File: config.mk
export PLATFORM = sky130hd
export DESIGN_NAME = health_window_degenerate_monitor
export DESIGN_NICKNAME = d
export VERILOG_FILES = /design/src/design/hwdm_pkg.sv /design/src/design/hwdm_ctrl.sv /design/src/design/hwdm_dp.sv /design/src/design/health_window_degenerate_monitor.sv
export SDC_FILE = /design/constraint.sdc
export NUM_CORES = 2
export LEC_CHECK = 0
export BUFFER_PORTS_ARGS = -buffer_cell sky130_fd_sc_hd__buf_2
export CAP_MARGIN = 20
export CORE_AREA = 2 2 373 227
export CTS_BUF_LIST = sky130_fd_sc_hd__clkbuf_16
export CTS_CLUSTER_DIAMETER = 100
export DETAILED_ROUTE_END_ITERATION = 12
export DIE_AREA = 0 0 375 229
export GPL_TIMING_DRIVEN = 0
export PLACE_DENSITY = 0.8
export SETUP_SLACK_MARGIN = 0.4
export SKIP_LAST_GASP = 1
export SLEW_MARGIN = 20
export SYNTH_ARGS = -nofsm -noshare
export SYNTH_HDL_FRONTEND = slang
export SYNTH_SLANG_ARGS = --single-unit
File: constraint.sdc
create_clock -name i_clk -period 11.35 [get_ports i_clk]
set_input_delay 1.135 -clock i_clk [delete_from_list [all_inputs] [get_ports i_clk]]
set_output_delay 1.135 -clock i_clk [all_outputs]
set_load 0.05 [all_outputs]
File: src/design/hwdm_pkg.sv
`timescale 1ns / 1ps

package hwdm_pkg;

    // Field widths fixed by the item and register formats.
    localparam int TIME_W = 32;
    localparam int HEALTH_W = 16;
    localparam int CAP_W = 5;
    localparam int THR_W = 20;
    localparam int MWIN_W = 16;
    localparam int APB_AW = 4;
    localparam int APB_DW = 32;

    // Register indexes on the configuration port (byte address is four times this).
    localparam logic [1:0] REG_CAPACITY = 2'd0;
    localparam logic [1:0] REG_THRESHOLD = 2'd1;
    localparam logic [1:0] REG_MATCH_WIN = 2'd2;

    localparam logic [CAP_W-1:0] CAPACITY_RST = 5'd16;
    localparam logic [THR_W-1:0] THRESHOLD_RST = 20'd1;
    localparam logic [MWIN_W-1:0] MATCH_WIN_RST = 16'd100;

    // Operation codes carried on the input tuser.
    localparam logic OP_ADD = 1'b0;
    localparam logic OP_QUERY = 1'b1;

    typedef enum logic [6:0] {
        S_IDLE  = 7'b0000001,
        S_SCAN  = 7'b0000010,
        S_DRAIN = 7'b0000100,
        S_EVICT = 7'b0001000,
        S_STORE = 7'b0010000,
        S_FLAG  = 7'b0100000,
        S_DONE  = 7'b1000000
    } t_state;

    // Commands from the controller to the datapath.
    typedef struct packed {
        logic load;      // take the accepted item and clear the scan trackers
        logic scan;      // read the next window entry
        logic evict_wr;  // move the last entry into the slot of the oldest one
        logic store_wr;  // write the new pair and update sum and count
        logic flag_upd;  // update the hysteresis flag from the new sum
        logic result;    // load the result register
    } t_cmd;

    // Status from the datapath to the controller.
    typedef struct packed {
        logic empty;
        logic last_addr;
        logic is_query;
        logic out_busy;
    } t_sts;

endpackage

File: src/design/hwdm_ctrl.sv
`timescale 1ns / 1ps

module hwdm_ctrl import hwdm_pkg::*; (
    input  logic i_clk,
    input  logic i_rst_n,
    input  logic i_s_tvalid,
    output logic o_s_tready,
    input  t_sts i_sts,
    output t_cmd o_cmd
);

    t_state r_state;
    t_state n_state;

    assign o_s_tready = (r_state == S_IDLE);

    always_comb begin
        n_state = r_state;
        o_cmd = '0;
        unique case (r_state)
            S_IDLE: begin
                if (i_s_tvalid) begin
                    o_cmd.load = 1'b1;
                    n_state = S_SCAN;
                end
            end
            S_SCAN: begin
                if (i_sts.empty) begin
                    n_state = S_DRAIN;
                end else begin
                    o_cmd.scan = 1'b1;
                    if (i_sts.last_addr) begin
                        n_state = S_DRAIN;
                    end
                end
            end
            S_DRAIN: begin
                // The last read word is folded into the trackers in this cycle.
                n_state = i_sts.is_query ? S_DONE : S_EVICT;
            end
            S_EVICT: begin
                o_cmd.evict_wr = 1'b1;
                n_state = S_STORE;
            end
            S_STORE: begin
                o_cmd.store_wr = 1'b1;
                n_state = S_FLAG;
            end
            S_FLAG: begin
                o_cmd.flag_upd = 1'b1;
                n_state = S_DONE;
            end
            S_DONE: begin
                if (!i_sts.out_busy) begin
                    o_cmd.result = 1'b1;
                    n_state = S_IDLE;
                end
            end
            default: begin
                n_state = S_IDLE;
            end
        endcase
    end

    always_ff @(posedge i_clk) begin
        if (!i_rst_n) begin
            r_state <= S_IDLE;
        end else begin
            r_state <= n_state;
        end
    end

endmodule

File: src/design/hwdm_dp.sv
`timescale 1ns / 1ps

module hwdm_dp import hwdm_pkg::*; #(
    parameter int WINDOW_DEPTH = 16
) (
    input  logic                i_clk,
    input  logic                i_rst_n,
    input  t_cmd                i_cmd,
    output t_sts                o_sts,
    input  logic                i_op,
    input  logic [TIME_W-1:0]   i_ts,
    input  logic [HEALTH_W-1:0] i_hv,
    input  logic [CAP_W-1:0]    i_cap,
    input  logic [THR_W-1:0]    i_thr,
    input  logic [MWIN_W-1:0]   i_mwin,
    input  logic                i_m_tready,
    output logic                o_m_tvalid,
    output logic                o_healthy,
    output logic                o_matched,
    output logic                o_degenerate,
    output logic                o_was_degenerate
);

    localparam int AW = (WINDOW_DEPTH > 1) ? $clog2(WINDOW_DEPTH) : 1;
    localparam int CNT_W = $clog2(WINDOW_DEPTH + 1);
    localparam int SUM_W = HEALTH_W + CNT_W;
    localparam int CMP_W = (SUM_W > THR_W) ? SUM_W : THR_W;
    localparam int WORD_W = TIME_W + HEALTH_W;

    // Window entries are kept unordered: each slot holds {time, health}.
    logic [WORD_W-1:0] r_mem [WINDOW_DEPTH];

    logic                r_op;
    logic [TIME_W-1:0]   r_ts;
    logic [HEALTH_W-1:0] r_hv;
    logic [AW-1:0]       r_addr;
    logic [WORD_W-1:0]   r_rd_word;
    logic [AW-1:0]       r_rd_idx;
    logic                r_rd_vld;
    logic                r_have;
    logic [TIME_W-1:0]   r_min_t;
    logic [AW-1:0]       r_min_idx;
    logic [HEALTH_W-1:0] r_min_h;
    logic [TIME_W-1:0]   r_best_d;
    logic [TIME_W-1:0]   r_best_t;
    logic [HEALTH_W-1:0] r_best_h;
    logic                r_eq_found;
    logic [AW-1:0]       r_eq_idx;
    logic [HEALTH_W-1:0] r_eq_h;
    logic [WORD_W-1:0]   r_last_word;
    logic [CNT_W-1:0]    r_count;
    logic [SUM_W-1:0]    r_sum;
    logic                r_flag;
    logic                r_prev_flag;
    logic                r_out_valid;
    logic                r_out_healthy;
    logic                r_out_matched;
    logic                r_out_degenerate;
    logic                r_out_was_degenerate;

    logic [TIME_W-1:0]   w_t;
    logic [HEALTH_W-1:0] w_h;
    logic [TIME_W-1:0]   w_d;
    logic [CNT_W-1:0]    w_last_cnt;
    logic [AW-1:0]       w_last_idx;
    logic                w_evict;
    logic                w_eq_gone;
    logic                w_eqf;
    logic [AW-1:0]       w_eq_pos;
    logic [AW-1:0]       w_new_pos;
    logic                w_wr_en;
    logic [AW-1:0]       w_wr_addr;
    logic [WORD_W-1:0]   w_wr_data;
    logic                w_matched;

    assign w_t = r_rd_word[WORD_W-1:HEALTH_W];
    assign w_h = r_rd_word[HEALTH_W-1:0];
    assign w_d = (w_t >= r_ts) ? (w_t - r_ts) : (r_ts - w_t);

    assign w_last_cnt = r_count - CNT_W'(1);
    assign w_last_idx = w_last_cnt[AW-1:0];

    // A capacity above the window depth acts as the depth itself.
    assign w_evict = (r_count != '0) &&
                     ((32'(r_count) >= 32'(i_cap)) || (32'(r_count) == 32'(WINDOW_DEPTH)));

    // Eviction moves the last slot into the oldest one, which may remove or
    // relocate the entry with an equal timestamp.
    assign w_eq_gone = w_evict && (r_eq_idx == r_min_idx);
    assign w_eqf = r_eq_found && !w_eq_gone;
    assign w_eq_pos = (w_evict && (r_eq_idx == w_last_idx)) ? r_min_idx : r_eq_idx;
    assign w_new_pos = w_eqf ? w_eq_pos : (w_evict ? w_last_idx : r_count[AW-1:0]);

    assign w_wr_en = (i_cmd.evict_wr && w_evict) || i_cmd.store_wr;
    assign w_wr_addr = i_cmd.evict_wr ? r_min_idx : w_new_pos;
    assign w_wr_data = i_cmd.evict_wr ? r_last_word : {r_ts, r_hv};

    assign w_matched = (r_count != '0) && (r_best_d < TIME_W'(i_mwin));

    assign o_sts.empty = (r_count == '0);
    assign o_sts.last_addr = (r_addr == w_last_idx);
    assign o_sts.is_query = (r_op == OP_QUERY);
    assign o_sts.out_busy = r_out_valid && !i_m_tready;

    assign o_m_tvalid = r_out_valid;
    assign o_healthy = r_out_healthy;
    assign o_matched = r_out_matched;
    assign o_degenerate = r_out_degenerate;
    assign o_was_degenerate = r_out_was_degenerate;

    always_ff @(posedge i_clk) begin
        if (w_wr_en) begin
            r_mem[w_wr_addr] <= w_wr_data;
        end
        if (i_cmd.scan) begin
            r_rd_word <= r_mem[r_addr];
            r_rd_idx <= r_addr;
        end
    end

    // Scan trackers and item payload.
    always_ff @(posedge i_clk) begin
        if (i_cmd.load) begin
            r_op <= i_op;
            r_ts <= i_ts;
            r_hv <= i_hv;
        end
        if (r_rd_vld) begin
            if (!r_have || (w_t < r_min_t)) begin
                r_min_t <= w_t;
                r_min_idx <= r_rd_idx;
                r_min_h <= w_h;
            end
            // On an equal distance the entry below the query time wins.
            if (!r_have || (w_d < r_best_d) || ((w_d == r_best_d) && (w_t < r_best_t))) begin
                r_best_d <= w_d;
                r_best_t <= w_t;
                r_best_h <= w_h;
            end
            if (w_t == r_ts) begin
                r_eq_idx <= r_rd_idx;
                r_eq_h <= w_h;
            end
            if (r_rd_idx == w_last_idx) begin
                r_last_word <= r_rd_word;
            end
        end
        // The flags are captured with the answer, since the next item may
        // change them while this result still waits.
        if (i_cmd.result) begin
            r_out_matched <= (r_op == OP_QUERY) && w_matched;
            r_out_healthy <= (r_op == OP_QUERY) && w_matched && !r_flag && (r_best_h == '0);
            r_out_degenerate <= r_flag;
            r_out_was_degenerate <= r_prev_flag;
        end
    end

    always_ff @(posedge i_clk) begin
        if (!i_rst_n) begin
            r_addr <= '0;
            r_rd_vld <= 1'b0;
            r_have <= 1'b0;
            r_eq_found <= 1'b0;
            r_count <= '0;
            r_sum <= '0;
            r_flag <= 1'b0;
            r_prev_flag <= 1'b0;
            r_out_valid <= 1'b0;
        end else begin
            r_rd_vld <= i_cmd.scan;
            if (i_cmd.load) begin
                r_addr <= '0;
                r_have <= 1'b0;
                r_eq_found <= 1'b0;
            end else begin
                if (i_cmd.scan) begin
                    r_addr <= r_addr + AW'(1);
                end
                if (r_rd_vld) begin
                    r_have <= 1'b1;
                    if (w_t == r_ts) begin
                        r_eq_found <= 1'b1;
                    end
                end
            end
            if (i_cmd.store_wr) begin
                r_sum <= r_sum - SUM_W'(w_evict ? r_min_h : '0) - SUM_W'(w_eqf ? r_eq_h : '0)
                         + SUM_W'(r_hv);
                r_count <= r_count - CNT_W'(w_evict) + CNT_W'(!w_eqf);
            end
            if (i_cmd.flag_upd) begin
                r_prev_flag <= r_flag;
                if (r_flag) begin
                    if (r_sum == '0) begin
                        r_flag <= 1'b0;
                    end
                end else if (CMP_W'(r_sum) >= CMP_W'(i_thr)) begin
                    r_flag <= 1'b1;
                end
            end
            if (i_cmd.result) begin
                r_out_valid <= 1'b1;
            end else if (i_m_tready) begin
                r_out_valid <= 1'b0;
            end
        end
    end

endmodule

File: src/design/health_window_degenerate_monitor.sv
`timescale 1ns / 1ps
// Each item first scans the window with one memory read per window entry; an
// empty window still passes through the scan state. A query result is then
// offered, while an add first evicts if needed, stores and updates the flag.
// Items are taken one at a time; the next transfer is accepted only after the
// result is loaded, later if the output register stalls.
// Reset (synchronous, active low) empties the window and clears both flags;
// the registers return to capacity 16, threshold 1 and match window 100 ms.
module health_window_degenerate_monitor import hwdm_pkg::*; #(
    parameter int WINDOW_DEPTH = 16
) (
    input  logic              i_clk,
    input  logic              i_rst_n,
    // Input item
    input  logic              i_s_tvalid,
    output logic              o_s_tready,
    input  logic [47:0]       i_s_tdata,   // [31:0] timestamp_ms, [47:32] health_value
    input  logic              i_s_tuser,   // [0] operation
    // Result item
    output logic              o_m_tvalid,
    input  logic              i_m_tready,
    output logic [7:0]        o_m_tdata,   // [0] healthy, [1] matched, [2] degenerate,
                                           // [3] was_degenerate, [7:4] zero
    // Configuration
    input  logic              i_psel,
    input  logic              i_penable,
    input  logic              i_pwrite,
    input  logic [APB_AW-1:0] i_paddr,
    input  logic [APB_DW-1:0] i_pwdata,
    output logic [APB_DW-1:0] o_prdata,
    output logic              o_pready
);

    logic [CAP_W-1:0]  r_capacity;
    logic [THR_W-1:0]  r_threshold;
    logic [MWIN_W-1:0] r_match_win;

    t_cmd w_cmd;
    t_sts w_sts;
    logic w_healthy;
    logic w_matched;
    logic w_degenerate;
    logic w_was_degenerate;
    logic w_cfg_wr;
    logic [1:0] w_reg_idx;

    assign o_pready = 1'b1;
    assign w_cfg_wr = i_psel && i_penable && i_pwrite;
    assign w_reg_idx = i_paddr[3:2];

    always_ff @(posedge i_clk) begin
        if (!i_rst_n) begin
            r_capacity <= CAPACITY_RST;
            r_threshold <= THRESHOLD_RST;
            r_match_win <= MATCH_WIN_RST;
        end else if (w_cfg_wr) begin
            unique case (w_reg_idx)
                REG_CAPACITY:  r_capacity <= i_pwdata[CAP_W-1:0];
                REG_THRESHOLD: r_threshold <= i_pwdata[THR_W-1:0];
                REG_MATCH_WIN: r_match_win <= i_pwdata[MWIN_W-1:0];
                default: begin
                end
            endcase
        end
    end

    always_comb begin
        unique case (w_reg_idx)
            REG_CAPACITY:  o_prdata = APB_DW'(r_capacity);
            REG_THRESHOLD: o_prdata = APB_DW'(r_threshold);
            REG_MATCH_WIN: o_prdata = APB_DW'(r_match_win);
            default:       o_prdata = '0;
        endcase
    end

    hwdm_ctrl u_ctrl (
        .i_clk      (i_clk),
        .i_rst_n    (i_rst_n),
        .i_s_tvalid (i_s_tvalid),
        .o_s_tready (o_s_tready),
        .i_sts      (w_sts),
        .o_cmd      (w_cmd)
    );

    hwdm_dp #(
        .WINDOW_DEPTH (WINDOW_DEPTH)
    ) u_dp (
        .i_clk            (i_clk),
        .i_rst_n          (i_rst_n),
        .i_cmd            (w_cmd),
        .o_sts            (w_sts),
        .i_op             (i_s_tuser),
        .i_ts             (i_s_tdata[TIME_W-1:0]),
        .i_hv             (i_s_tdata[TIME_W+HEALTH_W-1:TIME_W]),
        .i_cap            (r_capacity),
        .i_thr            (r_threshold),
        .i_mwin           (r_match_win),
        .i_m_tready       (i_m_tready),
        .o_m_tvalid       (o_m_tvalid),
        .o_healthy        (w_healthy),
        .o_matched        (w_matched),
        .o_degenerate     (w_degenerate),
        .o_was_degenerate (w_was_degenerate)
    );

    assign o_m_tdata = {4'b0000, w_was_degenerate, w_degenerate, w_matched, w_healthy};

    // The two memory writes of an add never fall in the same cycle.
    a_one_write: assert property (@(posedge i_clk) disable iff (!i_rst_n)
        !(w_cmd.evict_wr && w_cmd.store_wr))
        else $error("eviction and store written in the same cycle");

    // A new result never overwrites one that is still waiting.
    a_no_overwrite: assert property (@(posedge i_clk) disable iff (!i_rst_n)
        w_cmd.result |-> !w_sts.out_busy)
        else $error("result loaded while the output is stalled");

    // A loaded result is offered in the next cycle.
    a_result_shown: assert property (@(posedge i_clk) disable iff (!i_rst_n)
        w_cmd.result |=> o_m_tvalid)
        else $error("loaded result not offered");

    // No new item is taken while the previous one is still being processed.
    a_one_item: assert property (@(posedge i_clk) disable iff (!i_rst_n)
        (i_s_tvalid && o_s_tready) |=> !o_s_tready)
        else $error("input taken twice in a row");

endmodule

==> results.yml <==
power:
  p_leak_nw: 20.8
  p_total_w: 0.00862
  ir_drop_v: 0.000172
  powerDensity_nw_per_um2: 147
finish:
  layout_commonest_cell: "edfxtp_1"
  mostFrequentLayoutCells: "edfxtp_1, inv_1, mux4_2"
  layout-drive-gt1-share: 0.187
  area_growth_pct: 13.8
  utilization: 0.709
  fillCellCount: 5073
  fin_cells: 4749
  antennaDiodeCount: 0
  nets: 3934
setup_path:
  cp-start-kind: "register"
  slowest_stage: "nor4_2"
  crit_arrival_ns: 8.34
  cp-startpoint: "u_dp.r_rd_word[39]"
  cp_max_fo: 21
  worstPathRequired_ns: 11.76
  crit_path_frequent_cell: "a21oi_1"
  slowest_delay_ns: 0.76
  worst_setup_path_end_kind: "register"
  crit_type: "reg -> reg"
  r2r_start: "u_dp.r_rd_word[39]"
timing:
  slew_headroom: 0.203
  setup-violations-final: 0
  setup_tns_ns: 0
  period_needed_ns: 7.93
  finalHoldViolations: 0
  worstMarginPinSlew_ns: 1.20
  finalWorstSetupSlack_ns: 3.42
  drv_slew: 0
  rsz0062_at_grt: "no"
  period_share: 0.699
  fin_skew_ns: 0.0259
  max_freq_mhz: 126
synthesis:
  synth-seq-area-share: 0.658
  synth_top_area_frac: 0.626
  synthesis.instances: 3258
  syn_avg_cell_area_sq_um: 15.8
  synth_flop_cell: "edfxtp_1"
  ys_top_cells_by_area: "edfxtp_1, mux4_2, ha_1, dfxtp_1, inv_1"
  synth_edf_count: 1073
  yosysTopAreaCell: "edfxtp_1"
  synth_cell_types: 75
  syn_area_sq_um: 51500
  ys_ff_latch: 1157
  yosys_warnings: 0
  async_flop_share: 0
floorplanning:
  io_pins: 135
  rows: 82
  core-area_sq_um: 82600
  die_height_um: 229
  die-area_sq_um: 85900
  initial_core_util: 0.624
  die_w_um: 375
clock_tree:
  insertion_delay_ns: 0.72
  clk_pin_slew_ns: 0.07
  root_buffer: "clkbuf_16"
  clockBufferDepth: 3
  clock-sinks: 1157
  cts_buffers: 98
  h-tree-depth: 3
  cts_setup_buffers: 0
  tritoncts: "done"
  post_cts_resized: 0
  postCtsHoldBufs: 0
placed_design:
  dp_slack_ns: 3.80
  placed_cells: 4566
  dpl.hpwl_mm: 96.4
  io_buffers: 100
  place_congestion: 0.941
global_routing:
  overflow: 0
  antenna_found_initial: 2
  grt_pass1_vias: 30400
  grt_usage: 0.335
  grt_max_degree: 34
  grt_first_pass_wirelength_mm: 205
routing:
  via_per_inst: 6.53
  dr.pass1.iters: 6
  num_vias: 31000
  routedWlPerCell_um: 29.9
  ant_nets: 0
  drc_errors: 0
  drt_iter0_markers: 4491
  drt-total-wl_mm: 142
run:
  maxCapViolations: 0
min_path:
  worstHoldStart: "u_dp.r_addr[2]"
  hold_path.class: "reg -> reg"
status:
  outcome: "finished clean"
==> synth_stat cells, types with 21 or more instances <==
master and instances:
dfxtp_1 84, xnor2_1 43, buf_4 21, and2_1 29
nand2_1 225, nand4_1 38, o21ai_0 123, ha_1 231
nand2b_1 21, mux4_2 240, inv_1 317, mux2i_1 27
nor2b_1 37, xor2_1 25, a21boi_0 43, nor2_1 74
a21oi_1 121, edfxtp_1 1073, a21o_1 73, clkbuf_1 99
fa_1 35
==> worst max-delay path, delay by kind of cell (launching register included) <==
family	cells	cell delay (ns)
simple gates	7	2.36
compound gates	12	2.16
buf+inv	6	1.29
fa+ha+maj	2	0.66
flops	1	0.58
xor+xnor	1	0.56
==> final timing paths <==
check | endpoint | slack (ns) | depth (start not counted)
setup reg to reg | u_dp.r_best_t[1] | 3.42 | 28
hold reg to reg | u_dp.r_rd_idx[2] | 0.44 | 0
hold / removal | u_dp.r_rd_idx[2] | 0.44 | 0
setup / recovery | u_dp.r_best_t[1] | 3.42 | 28
==> power breakdown <==
part	switching [W]	internal, W	total (W)
combinational	0.000350	0.000158	0.000508
sequential	0.0000129	0.00468	0.00470
clock	0.00159	0.00183	0.00342
==> layer usage <==
metal  up-vias  part of all wire  global-route usage
li1      13000                 -                   -
met1     15500              0.38               0.484
met2      2287              0.45               0.507
met3       263              0.14              0.0957
met4         0             0.026              0.0893
met5         -                 0                   0
==> layout make-up <==
| type | instances | area, sq um | area share |
|---|---|---|---|
| Sequential cell | 1157 | 33900 | 0.579 |
| Multi-Input combinational cell | 1651 | 16000 | 0.273 |
| Clock buffer | 101 | 2530 | 0.0431 |
| Timing Repair Buffer | 203 | 2270 | 0.0388 |
| Tap cell | 1092 | 1370 | 0.0233 |
| Inverter | 317 | 1190 | 0.0204 |
| Buffer | 148 | 692 | 0.0118 |
| Clock inverter | 80 | 654 | 0.0112 |
==> stage by stage <==
stage	hold slack (ns)	area (sq um)
6_report	0.443	58600
5_1_grt	0.451	58600
4_1_cts	0.437	58600
3_5_place_dp	0.421	55400
3_3_place_gp	0.409	53400
2_1_floorplan	0.406	51600
==> kinds of logic after synthesis <==
family	count (synthesis)	share of synthesized area
and+or+nand+nor	514	0.0481
muxes	272	0.111
buffers and inverters	465	0.0361
adders and majority gates	266	0.0697
DFF	1157	0.658
other	2	0.000146
xor gates and xnor gates	69	0.0120
AOI/OAI and AO/OA	513	0.0642
==> sequential cells by signal, summed over array words and instances (netlist names), 7 cells and up <==
name / cells
u_dp.r_min_h: 16
r_threshold: 20
r_match_win: 16
u_dp.r_best_t: 32
u_ctrl.r_state: 7
u_dp.r_rd_word: 48
u_dp.r_hv: 16
u_dp.r_best_d: 32
u_dp.r_min_t: 32
u_dp.r_eq_h: 16
u_dp.r_best_h: 16
u_dp.r_mem: 768
u_dp.r_ts: 32
u_dp.r_sum: 21
u_dp.r_last_word: 48
Power figures use the tool's default switching activity.
